## src/tna_stage.sv

```systemverilog
// ----------------------------------------------------------------------------
// tna_stage: one step of the normalization pipeline
// Per lane, one restoring-division step or one root digit of the quotient, and
// in the first AB steps one root digit of the squared magnitude; registers.
// ----------------------------------------------------------------------------
`default_nettype none

module tna_stage #(
  parameter int COORD_BITS = 16,
  parameter int FRAC_BITS  = 15,
  parameter int STEP       = 0
) (
  input  wire logic                                clk,
  input  wire logic                                en,
  input  wire logic [2*(2*COORD_BITS+1)+1:0]       prev_s,
  input  wire logic                                prev_degen,
  input  wire logic [2:0]                          prev_neg,
  input  wire logic [2*COORD_BITS+3:0]             prev_arem,
  input  wire logic [2*COORD_BITS+1:0]             prev_root,
  input  wire logic [2:0][2*(2*COORD_BITS+1)+1:0]  prev_drem,
  input  wire logic [2:0][2*FRAC_BITS+2:0]         prev_q,
  input  wire logic [2:0][FRAC_BITS+3:0]           prev_mrem,
  input  wire logic [2:0][FRAC_BITS+1:0]           prev_mroot,
  output logic [2*(2*COORD_BITS+1)+1:0]            s,
  output logic                                     degen,
  output logic [2:0]                               neg,
  output logic [2*COORD_BITS+3:0]                  arem,
  output logic [2*COORD_BITS+1:0]                  root,
  output logic [2:0][2*(2*COORD_BITS+1)+1:0]       drem,
  output logic [2:0][2*FRAC_BITS+2:0]              q,
  output logic [2:0][FRAC_BITS+3:0]                mrem,
  output logic [2:0][FRAC_BITS+1:0]                mroot
);

  localparam int NB = 2*COORD_BITS + 1;
  localparam int SB = 2*NB + 2;
  localparam int AB = SB / 2;
  localparam int AW = AB + 2;
  localparam int QB = 2*FRAC_BITS + 3;
  localparam int MB = FRAC_BITS + 2;
  localparam int MR = FRAC_BITS + 4;

  logic [AW-1:0]           arem_next;
  logic [AB-1:0]           root_next;
  logic [2:0][SB-1:0]      drem_next;
  logic [2:0][QB-1:0]      q_next;
  logic [2:0][MR-1:0]      mrem_next;
  logic [2:0][MB-1:0]      mroot_next;

  // Root of the squared magnitude, two bits of it per step.
  if (STEP < AB) begin : g_area
    logic [AB+3:0] rf;
    logic [AB+3:0] tr;
    logic          take;
    assign rf        = {prev_arem, prev_s[SB-1-2*STEP -: 2]};
    assign tr        = {2'b00, prev_root, 2'b01};
    assign take      = rf >= tr;
    assign arem_next = take ? AW'(rf - tr) : rf[AW-1:0];
    assign root_next = {prev_root[AB-2:0], take};
  end else begin : g_area_hold
    assign arem_next = prev_arem;
    assign root_next = prev_root;
  end

  if (STEP < QB) begin : g_div
    // The first step takes the square unshifted: it already holds the lowest
    // numerator bit, and all numerator bits below it are zero.
    for (genvar l = 0; l < 3; l++) begin : g_lane
      logic [SB:0] rf;
      logic [SB:0] dv;
      logic        take;
      assign rf           = (STEP == 0) ? {1'b0, prev_drem[l]} : {prev_drem[l], 1'b0};
      assign dv           = {1'b0, prev_s};
      assign take         = rf >= dv;
      assign drem_next[l] = take ? SB'(rf - dv) : rf[SB-1:0];
      assign q_next[l]    = {prev_q[l][QB-2:0], take};
    end
    assign mrem_next  = prev_mrem;
    assign mroot_next = prev_mroot;
  end else if (STEP < QB + MB) begin : g_sqrt
    localparam int K = STEP - QB;
    for (genvar l = 0; l < 3; l++) begin : g_lane
      logic [QB:0]   qp;
      logic [MR+1:0] rf;
      logic [MR+1:0] tr;
      logic          take;
      assign qp            = {1'b0, prev_q[l]};
      assign rf            = {prev_mrem[l], qp[QB-2*K -: 2]};
      assign tr            = {2'b00, prev_mroot[l], 2'b01};
      assign take          = rf >= tr;
      assign mrem_next[l]  = take ? MR'(rf - tr) : rf[MR-1:0];
      assign mroot_next[l] = {prev_mroot[l][MB-2:0], take};
    end
    assign drem_next = prev_drem;
    assign q_next    = prev_q;
  end else begin : g_hold
    assign drem_next  = prev_drem;
    assign q_next     = prev_q;
    assign mrem_next  = prev_mrem;
    assign mroot_next = prev_mroot;
  end

  always_ff @(posedge clk) begin
    if (en) begin
      s     <= prev_s;
      degen <= prev_degen;
      neg   <= prev_neg;
      arem  <= arem_next;
      root  <= root_next;
      drem  <= drem_next;
      q     <= q_next;
      mrem  <= mrem_next;
      mroot <= mroot_next;
    end
  end

endmodule

`default_nettype wire

```

## config.mk

```make
export PLATFORM = sky130hd
export DESIGN_NAME = tna_stage
export DESIGN_NICKNAME = d
export VERILOG_FILES = /design/src/tna_stage.sv
export SDC_FILE = /design/constraint.sdc
export NUM_CORES = 1
export LEC_CHECK = 0
export ABC_AREA = 0
export BUFFER_PORTS_ARGS = -buffer_cell sky130_fd_sc_hd__buf_2
export CAP_MARGIN = 40
export CORE_AREA = 2 2 425 427
export DETAILED_ROUTE_END_ITERATION = 8
export DIE_AREA = 0 0 427 429
export GPL_ROUTABILITY_DRIVEN = 0
export PLACE_DENSITY_LB_ADDON = 0.08
export SETUP_SLACK_MARGIN = 0.3
export SYNTH_ARGS = -nofsm -noshare
export SYNTH_HDL_FRONTEND = slang
export SYNTH_SLANG_ARGS = --single-unit
```

## constraint.sdc

```tcl
create_clock -name clk -period 4.7 [get_ports clk]
set_clock_uncertainty 0.1 [all_clocks]
set_input_delay 0.94 -clock clk [delete_from_list [all_inputs] [get_ports clk]]
set_output_delay 0.94 -clock clk [all_outputs]
set_load 0.02 [all_outputs]
```

==> metrics, run 1 <==
vias per inst=~4.4; final core occ=between 20% and 30%; DP HPWL=156000 um; Worst Path Arrival=roughly 4.5 ns; register area share after synthesis=49.0%; final hold vios=0; cell taking the most area after synthesis=edfxtp_1; FMAX=243 MHz; Routed WL=approximately 180000 um; dpl cell area=0.0444 sq mm; Synth top area share=49.0%; Synthesized Nets=a little over 4k; Max Slew Vio Count=0; Sink Count=553; Setup WS post-layout=between 0.5 and 0.6 ns; period utilisation layout=approximately 88%; CTS resizes=0; Comb pwr share=a little under 30%; post-synthesis area per instance=between 10 and 15 sq um; initial antenna violation count=94; IO buf count=approximately 1.1k; Leakage=roughly 0.02 uW; Top FF cell, synth=edfxtp_1; flip-flop and latch area=between 0.015 and 0.02 sq mm; sequential power share=roughly 36%; Clock transition at path regs=~0.060 ns; Routed Antenna Nets=0; TritonCTS buffer count=between 70 and 80; Die H=around 430 um; Unique masters post-synth=a little under 90; relative slew slack=around 32%; met2 wirelength from detailed routing=98400 um; CP Max Fanout=5; Cell Area, Synth=~0.034 sq mm; post-place setup slack=-0.184 ns; CP required=5.06 ns; Area Overhead vs Synth=38.7%; Yosys reg bits=553; total net switching power=6020 uW; DRC=0; CTS HTree Levels=3; Ports=1108; largest net degree at the start of global routing=between 80 and 90; Hold Path Class=in -> reg; Finished Cell Area=between 0.04 and 0.05 sq mm; worst vdd ir=roughly 270 uV; WL/cell=between 20 and 30 um; Final Setup Violations=0; asr flop ratio synth=0%; fillers=roughly 19k; Total Power=17500 uW; gr usage total=a little under a fifth; initial DRC count=1603; hold buffer count at cts=0; post-CTS setup buffers=0; nets=5441; final global-route overflow total=0; CTS tree=yes; Tightest Pin Transition=between 1 and 1.5 ns; top cells by count, synth=edfxtp_1 (553), a21oi_1 (401), nand2_1 (295); RSZ-0062 raised after global routing=no; row cnt=between 150 and 200; max-cap viol count=0; Min Hold Slack=roughly 0.3 ns; met1 wire length=approximately 68000 um; Post-synth EDFFs=between 500 and 600; die area=around 0.18 sq mm; Net Sw Frac=about 34%; Root Driver=clkbuf_16; most common cell in the netlist=edfxtp_1; vias post-DR=between 30k and 40k; first-pass iteration count of the detailed router=6; clock share of power=between 30% and 40%; Area contributors post-synth=edfxtp_1 (49%), ha_1 (8.9%), a21oi_1 (5.9%), nand2_1 (3.3%), a21o_1 (3.0%); critical path class=in -> reg; CP endpoint kind=flop; initial core utilization=between 10% and 20%; Synth Instances=around 3.3k; crit path time final=approximately 4.1 ns; die extent in x=~430 um; internal power=between 10000 and 15000 uW; Multi-input gate area=between 0.015 and 0.02 sq mm; clk buf depth=3; DR top layer=met5; status=finished clean; first-pass GRT wire length=around 250000 um; routed wl met3=between 8000 and 9000 um; CP startpoint kind=input pin; share of layout cells above drive strength 1=33.8%; Power Density=373 mW/mm^2; CORE AREA=~0.18 sq mm; number of synthesis warnings=0; vias in the first global route=31.7k
layout make-up:
cell class | instances | area share (%)
Timing Repair Buffer | 1415 | 17.3
Clock inverter | 43 | 1.16
Tap cell | 2355 | 6.27
Multi-Input combinational cell | 2411 | 34.1
Antenna cell | 31 | 0.165
Sequential cell | 553 | 35.3
Inverter | 185 | 1.48
Clock buffer | 94 | 4.28
cells in the final DEF, fill, tap and decap left out, types with 18 or more instances in the layout:
cell,instances
xnor2_1,114
xor2_1,95
nand2_1,295
ha_1,240
o21a_1,38
nand4_1,76
buf_12,19
o31ai_1,18
nor3_1,45
o21bai_1,58
mux2_4,26
a21o_1,137
buf_4,292
and2_1,27
nor2b_1,21
nand3_1,44
and3_1,18
or3_1,18
a31oi_1,24
inv_1,183
o21ai_0,137
o21ai_1,96
a21oi_1,401
buf_2,1103
a211oi_1,18
edfxtp_1,553
diode_2,31
nor2_1,242
clkbuf_16,78
state kept, by name (all words and copies together) (netlist names):
name and flops:
s 68, arem 36, q 99, neg 3
mrem 57, root 34, mroot 51, drem 204
degen 1
logic make-up after synthesis:
family / share of synthesized area, %
AOI/OAI and AO/OA: 19.0
and+or+nand+nor: 11.8
DFF: 49.0
buffers and inverters: 3.81
adders and majority gates: 9.04
xor gates and xnor gates: 5.40
muxes: 1.91
power by group through the flow:
stage / Clock, uW / Combinational, uW / Sequential (uW)
2_1_floorplan: 0 / 2140 / 7060
3_3_place_gp: 0 / 5290 / 6360
3_5_place_dp: 0 / 5250 / 6360
4_1_cts: 6370 / 5270 / 6270
5_1_grt: 6500 / 5610 / 6310
6_report: 6100 / 5170 / 6260
critical path: stages:
cell and delay (ns):
buf_2 0.16, buf_4 0.17, ha_1 0.19, inv_1 0.06, fa_1 0.39, a211oi_1 0.33
o211ai_1 0.19, a32oi_1 0.34, and4_1 0.23, a21oi_1 0.08, a311oi_2 0.25, buf_4 0.18
o21ai_1 0.23, a31oi_1 0.35, xor2_1 0.26, o21ai_1 0.10
layer usage:
layer | vias to the layer above | track usage [%]
met5 | - | 0
met3 | 286 | 3.40
met1 | 15100 | 20.3
li1 | 15000 | -
met2 | 955 | 36.8
met4 | 12 | 7.00
final timing paths:
path | endpoint | cells after the start | from
min | mrem[35] | 1 | prev_mrem[35]
max | drem[130] | 16 | prev_s[0]
through the flow:
step                std cells  TNS (ns)
detailed placement       6919     -1.08
global route             7073         0
CTS                      7056         0
finish                   7087         0
global placement         6919     -1.57
floorplan                3281         0
(Power assumes the default switching activity.)
==> run 2: changes to the inputs <==
--- a/config.mk
+++ b/config.mk
@@ -6,11 +6,11 @@
 export NUM_CORES = 1
 export LEC_CHECK = 0
 export ABC_AREA = 0
-export BUFFER_PORTS_ARGS = -buffer_cell sky130_fd_sc_hd__buf_2
 export CAP_MARGIN = 40
-export CORE_AREA = 2 2 425 427
+export CORE_AREA = 2 2 426 428
 export DETAILED_ROUTE_END_ITERATION = 8
-export DIE_AREA = 0 0 427 429
+export DIE_AREA = 0 0 428 430
+export DONT_BUFFER_PORTS = 1
 export GPL_ROUTABILITY_DRIVEN = 0
 export PLACE_DENSITY_LB_ADDON = 0.08
 export SETUP_SLACK_MARGIN = 0.3
==> metrics, run 2 (same netlist as run 1, synthesis figures left out) <==
vias per inst=4.48 (+1.2%); die extent in x=428 um (+0.23%); final core occ=22.7% (-3.7 points); CP endpoint kind=flop; IO buf count=0 (-100%); CORE AREA=0.180 sq mm (+0.97%); FMAX=237 MHz (-2.6%); crit path capture=drem[129]; Multi-input gate area=0.0160 sq mm (unchanged); initial core utilization=18.8% (-0.18 points); post-CTS setup buffers=0 (unchanged); first-pass GRT wire length=227000 um (-7.8%); CTS tree=yes; initial DRC count=1411 (-12%); crit path time final=4.23 ns (+0.108 ns); vias in the first global route=27.3k (-14%); max-cap viol count=0 (unchanged); Routed Antenna Nets=0 (unchanged); DP HPWL=141000 um (-9.6%); hold buffer count at cts=0 (unchanged); largest net degree at the start of global routing=554 (+570%); CP startpoint=prev_s[1]; Area Overhead vs Synth=20.6%; Leakage=0.0158 uW (-23%); Sink Count=553 (unchanged); Tightest Pin Transition=1.47 ns (+0.455 ns); CTS HTree Levels=3 (unchanged); vias post-DR=26.6k (-15%); clk buf depth=3 (unchanged); CP startpoint kind=input pin; Setup WS post-layout=0.473 ns (-0.108 ns); post-place setup slack=-0.248 ns (-0.0638 ns); Min Hold Slack=0.234 ns (-0.0650 ns); Routed WL=168000 um (-7.8%); Largest regs=drem: 204 flops, q: 99 flops, s: 68 flops; Largest register FFs=204 (unchanged); TritonCTS buffer count=76 (-1.3%); worst vdd ir=329 uV (+22%); Die H=430 um (+0.23%); Top reg by flops=drem; flip-flop and latch area=0.0166 sq mm (unchanged); die area=0.184 sq mm (+0.47%); gr usage total=17.6% (-1.5 points); Total Power=16600 uW (-5.4%); row cnt=156 (+0.65%); Hold Path Class=in -> reg; final hold vios=0 (unchanged); initial antenna violation count=35 (-63%); WL/cell=28.3 um (+10%); Finished Cell Area=0.0409 sq mm (-13%); fillers=19.4k (+0.20%); relative slew slack=2.17% (-30 points); DRC=0 (unchanged); CTS resizes=0 (unchanged); final global-route overflow total=0 (unchanged); status=finished clean; RSZ-0062 raised after global routing=no; CP Max Fanout=4 (-1); share of layout cells above drive strength 1=12.0% (-22 points); Final Setup Violations=0 (unchanged); commonest non-fill, non-tap cell in the layout=edfxtp_1; Max Slew Vio Count=0 (unchanged); nets=4267 (-22%); critical path class=in -> reg; Ports=1108 (unchanged); Root Driver=clkbuf_16; period utilisation layout=89.9% (+2.3 points); Clock transition at path regs=0.06 ns (about the same); first-pass iteration count of the detailed router=5 (-1); Worst Path Arrival=4.56 ns (+0.08 ns); Cells on Worst Hold Path=0 (-1); dpl cell area=0.0382 sq mm (-14%); commonest non-fill, non-tap cells in the layout=edfxtp_1 (553), a21oi_1 (401), nand2_1 (295); CP required=5.03 ns (-0.03 ns); Power Density=406 mW/mm^2 (+8.7%)
-- run 2: report_power, final --
group | switching (uW) | leakage (uW) | internal [uW]
sequential | 1110 | 0.00541 | 6170
combinational | 2010 | 0.00919 | 1330
clock | 2520 | 0.00122 | 3450
total | 5630 | 0.0158 | 10900
-- run 2: worst min path at each step --
stage          endpoint           from
3_3_place_gp      q[48]     prev_q[47]
4_1_cts           q[16]     prev_q[15]
2_1_floorplan     degen     prev_degen
3_5_place_dp      q[21]     prev_q[20]
5_1_grt        mroot[6]  prev_mroot[6]
6_report       root[28]  prev_root[27]
-- run 2: final cells by class --
class | instances | share of cell area, %
clock buffers | 87 | 4.81
multi-input cells | 2411 | 39.1
clock inverters | 52 | 1.40
repair buffers | 242 | 4.87
diodes | 33 | 0.202
well taps | 2370 | 7.25
inverters | 185 | 1.70
flip-flops and latches | 553 | 40.6
-- run 2: layer usage --
layer	vias to the layer above	routed length, um	GRT usage (%)
li1	12600	-	-
met1	12900	61500	18.3
met2	845	91300	33.5
met3	183	8680	3.95
met4	2	6290	7.56
met5	-	12	0
-- run 2: critical path, stage by stage --
cell and delay (ns):
inv_1 0.15, ha_1 0.36, nor2b_1 0.18, o31ai_1 0.12
buf_4 0.16, a211oi_1 0.47, o21ai_1 0.14, buf_4 0.17
a2111oi_2 0.44, buf_4 0.21, o21ai_1 0.15, and2_1 0.24
o41ai_1 0.42, buf_4 0.18, xnor2_1 0.14, o21ai_1 0.08
-- run 2: through the flow --
stage / TNS [ns] / cells
global route: 0 / 5922
global placement: -0.652 / 5758
detailed placement: -0.629 / 5758
finish: 0 / 5933
floorplan: 0 / 3281
CTS: 0 / 5897
==> run 3: changes to the inputs <==
--- a/config.mk
+++ b/config.mk
@@ -8,6 +8,7 @@
 export ABC_AREA = 0
 export CAP_MARGIN = 40
 export CORE_AREA = 2 2 426 428
+export CTS_BUF_LIST = sky130_fd_sc_hd__clkbuf_8
 export DETAILED_ROUTE_END_ITERATION = 8
 export DIE_AREA = 0 0 428 430
 export DONT_BUFFER_PORTS = 1
==> metrics, run 3 (same netlist as run 1, synthesis figures left out) <==
CTS HTree Levels=3 (unchanged); Largest register FFs=204 (unchanged); Hold Path Class=in -> reg; Leakage=0.0172 uW (+8.9%); Placed Instances=5758 (unchanged); vias in the first global route=29.0k (+6.4%); Min Hold Slack=0.0966 ns (-0.137 ns); max-cap viol count=0 (unchanged); CORE AREA=0.180 sq mm (unchanged); initial core utilization=18.8% (unchanged); crit path time final=4.04 ns (-0.187 ns); Power Density=379 mW/mm^2 (-6.6%); commonest non-fill, non-tap cells in the layout=edfxtp_1 (553), a21oi_1 (401), dlygate4sd3_1 (309); IO buf count=0 (unchanged); commonest non-fill, non-tap cell in the layout=edfxtp_1; share of layout cells above drive strength 1=11.7% (-0.24 points); relative slew slack=-1.97% (-4.1 points); Sink Count=553 (unchanged); Die H=430 um (unchanged); vias per inst=4.45 (-0.63%); Worst Path Arrival=4.51 ns (-0.05 ns); dpl cell area=0.0382 sq mm (unchanged); vias post-DR=28.0k (+5.5%); CP startpoint kind=input pin; row cnt=156 (unchanged); first-pass iteration count of the detailed router=5 (unchanged); Finished Cell Area=0.0439 sq mm (+7.4%); met1 global-route usage=18.9% (+0.65 points); critical path class=in -> reg; final hold vios=0 (unchanged); period utilisation layout=86.0% (-4.0 points); initial DRC count=1396 (-1.1%); fillers=19.3k (-0.42%); Non-Filler Instances=6298 (+6.2%); Final Setup Violations=0 (unchanged); final core occ=24.4% (+1.7 points); Tightest Pin Transition=1.53 ns (+0.0621 ns); CTS resizes=0 (unchanged); GR Layer Usage met2=34.2% (+0.63 points); TritonCTS buffer count=108 (+42%); status=complete, but fails checks; Root Driver=clkbuf_8; Total Power=16600 uW (+0.28%); busiest layer in global routing=met2; RSZ-0062 raised after global routing=no; initial antenna violation count=30 (-14%); HP Start=en; Routed WL=171000 um (+2.0%); CP required=5.17 ns (+0.14 ns); die area=0.184 sq mm (unchanged); clk buf depth=3 (unchanged); worst vdd ir=187 uV (-43%); CTS tree=yes; die extent in x=428 um (unchanged); Max Slew Vio Count=54 (+54); Clock transition at path regs=0.06 ns (about the same); Top reg by flops=drem; first-pass GRT wire length=233000 um (+2.7%); FMAX=248 MHz (+4.6%); Area Overhead vs Synth=29.6%; DP HPWL=141000 um (unchanged); largest net degree at the start of global routing=554 (unchanged); CP Max Fanout=4 (unchanged); CP endpoint kind=flop; gr usage total=17.9% (+0.33 points); WL/cell=27.2 um (-3.9%); Routed Antenna Nets=0 (unchanged); DRC=0 (unchanged); nets=4608 (+8.0%); final global-route overflow total=0 (unchanged); CP startpoint=prev_s[1]; Ports=1108 (unchanged); met3 usage=3.74% (-0.21 points); Largest regs=drem: 204 flops, q: 99 flops, s: 68 flops; failing checks=slew limit
==> run 3: cell types whose count changed in the layout (fill, tap and decap cells not counted), sizes merged <==
| cell | previous run | this run |
|---|---|---|
| dlygate4sd3 | 0 | 309 |
| clkbuf | 87 | 108 |
| inv | 198 | 216 |
| bufinv | 7 | 20 |
| clkinv | 26 | 37 |
| diode | 33 | 28 |
| clkinvlp | 6 | 4 |
==> run 3: cell type report <==
class                      instances  area (sq um)  area share, %
antenna                           28          70.1          0.160
multi-input combinational       2411         16000           36.5
tap                             2370          2970           6.75
clock buffer                     108          1490           3.39
timing repair buffer             551          5080           11.6
sequential                       553         16600           37.8
inverter                         185           696           1.58
clock inverter                    92           995           2.27
==> run 3: per-layer routing <==
| layer | vias up | part of all wire, % |
|---|---|---|
| li1 | 13300 | - |
| met5 | - | 0.015 |
| met4 | 4 | 3.4 |
| met2 | 897 | 54 |
| met1 | 13600 | 37 |
| met3 | 199 | 5.0 |
==> run 3: critical path, stage by stage <==
cell and delay (ns):
inv_1 0.12, ha_1 0.34, nor2b_1 0.18, o31ai_1 0.12
buf_4 0.16, a211oi_1 0.47, o21ai_1 0.14, buf_4 0.17
a2111oi_2 0.44, buf_4 0.21, o21ai_1 0.15, and2_1 0.24
o41ai_1 0.42, buf_4 0.18, xnor2_1 0.14, o21ai_1 0.09
==> run 3: where the power goes <==
group | switching [uW] | internal [uW] | total, uW
Combinational | 2070 | 1500 | 3570
Clock | 2490 | 3290 | 5780
Sequential | 1110 | 6160 | 7280
Total | 5670 | 11000 | 16600
==> run 3: metrics by stage <==
step	setup WS (ns)	setup TNS, ns
final	0.660	0
after global routing	0.541	0
after floorplan	0.787	0
after CTS	0.690	0
after detailed placement	-0.248	-0.629
after global placement	-0.254	-0.652
==> run 3: worst paths after layout <==
path,endpoint,slack [ns],cells past startpoint
worst min-delay path,drem[103],0.1,0
worst max-delay path,drem[129],0.66,16
==> run 3: repair_timing <==
item,CTS,global route
hold buffers,309,0
setup buffers,0,0
endpoints found under the hold margin,309,0
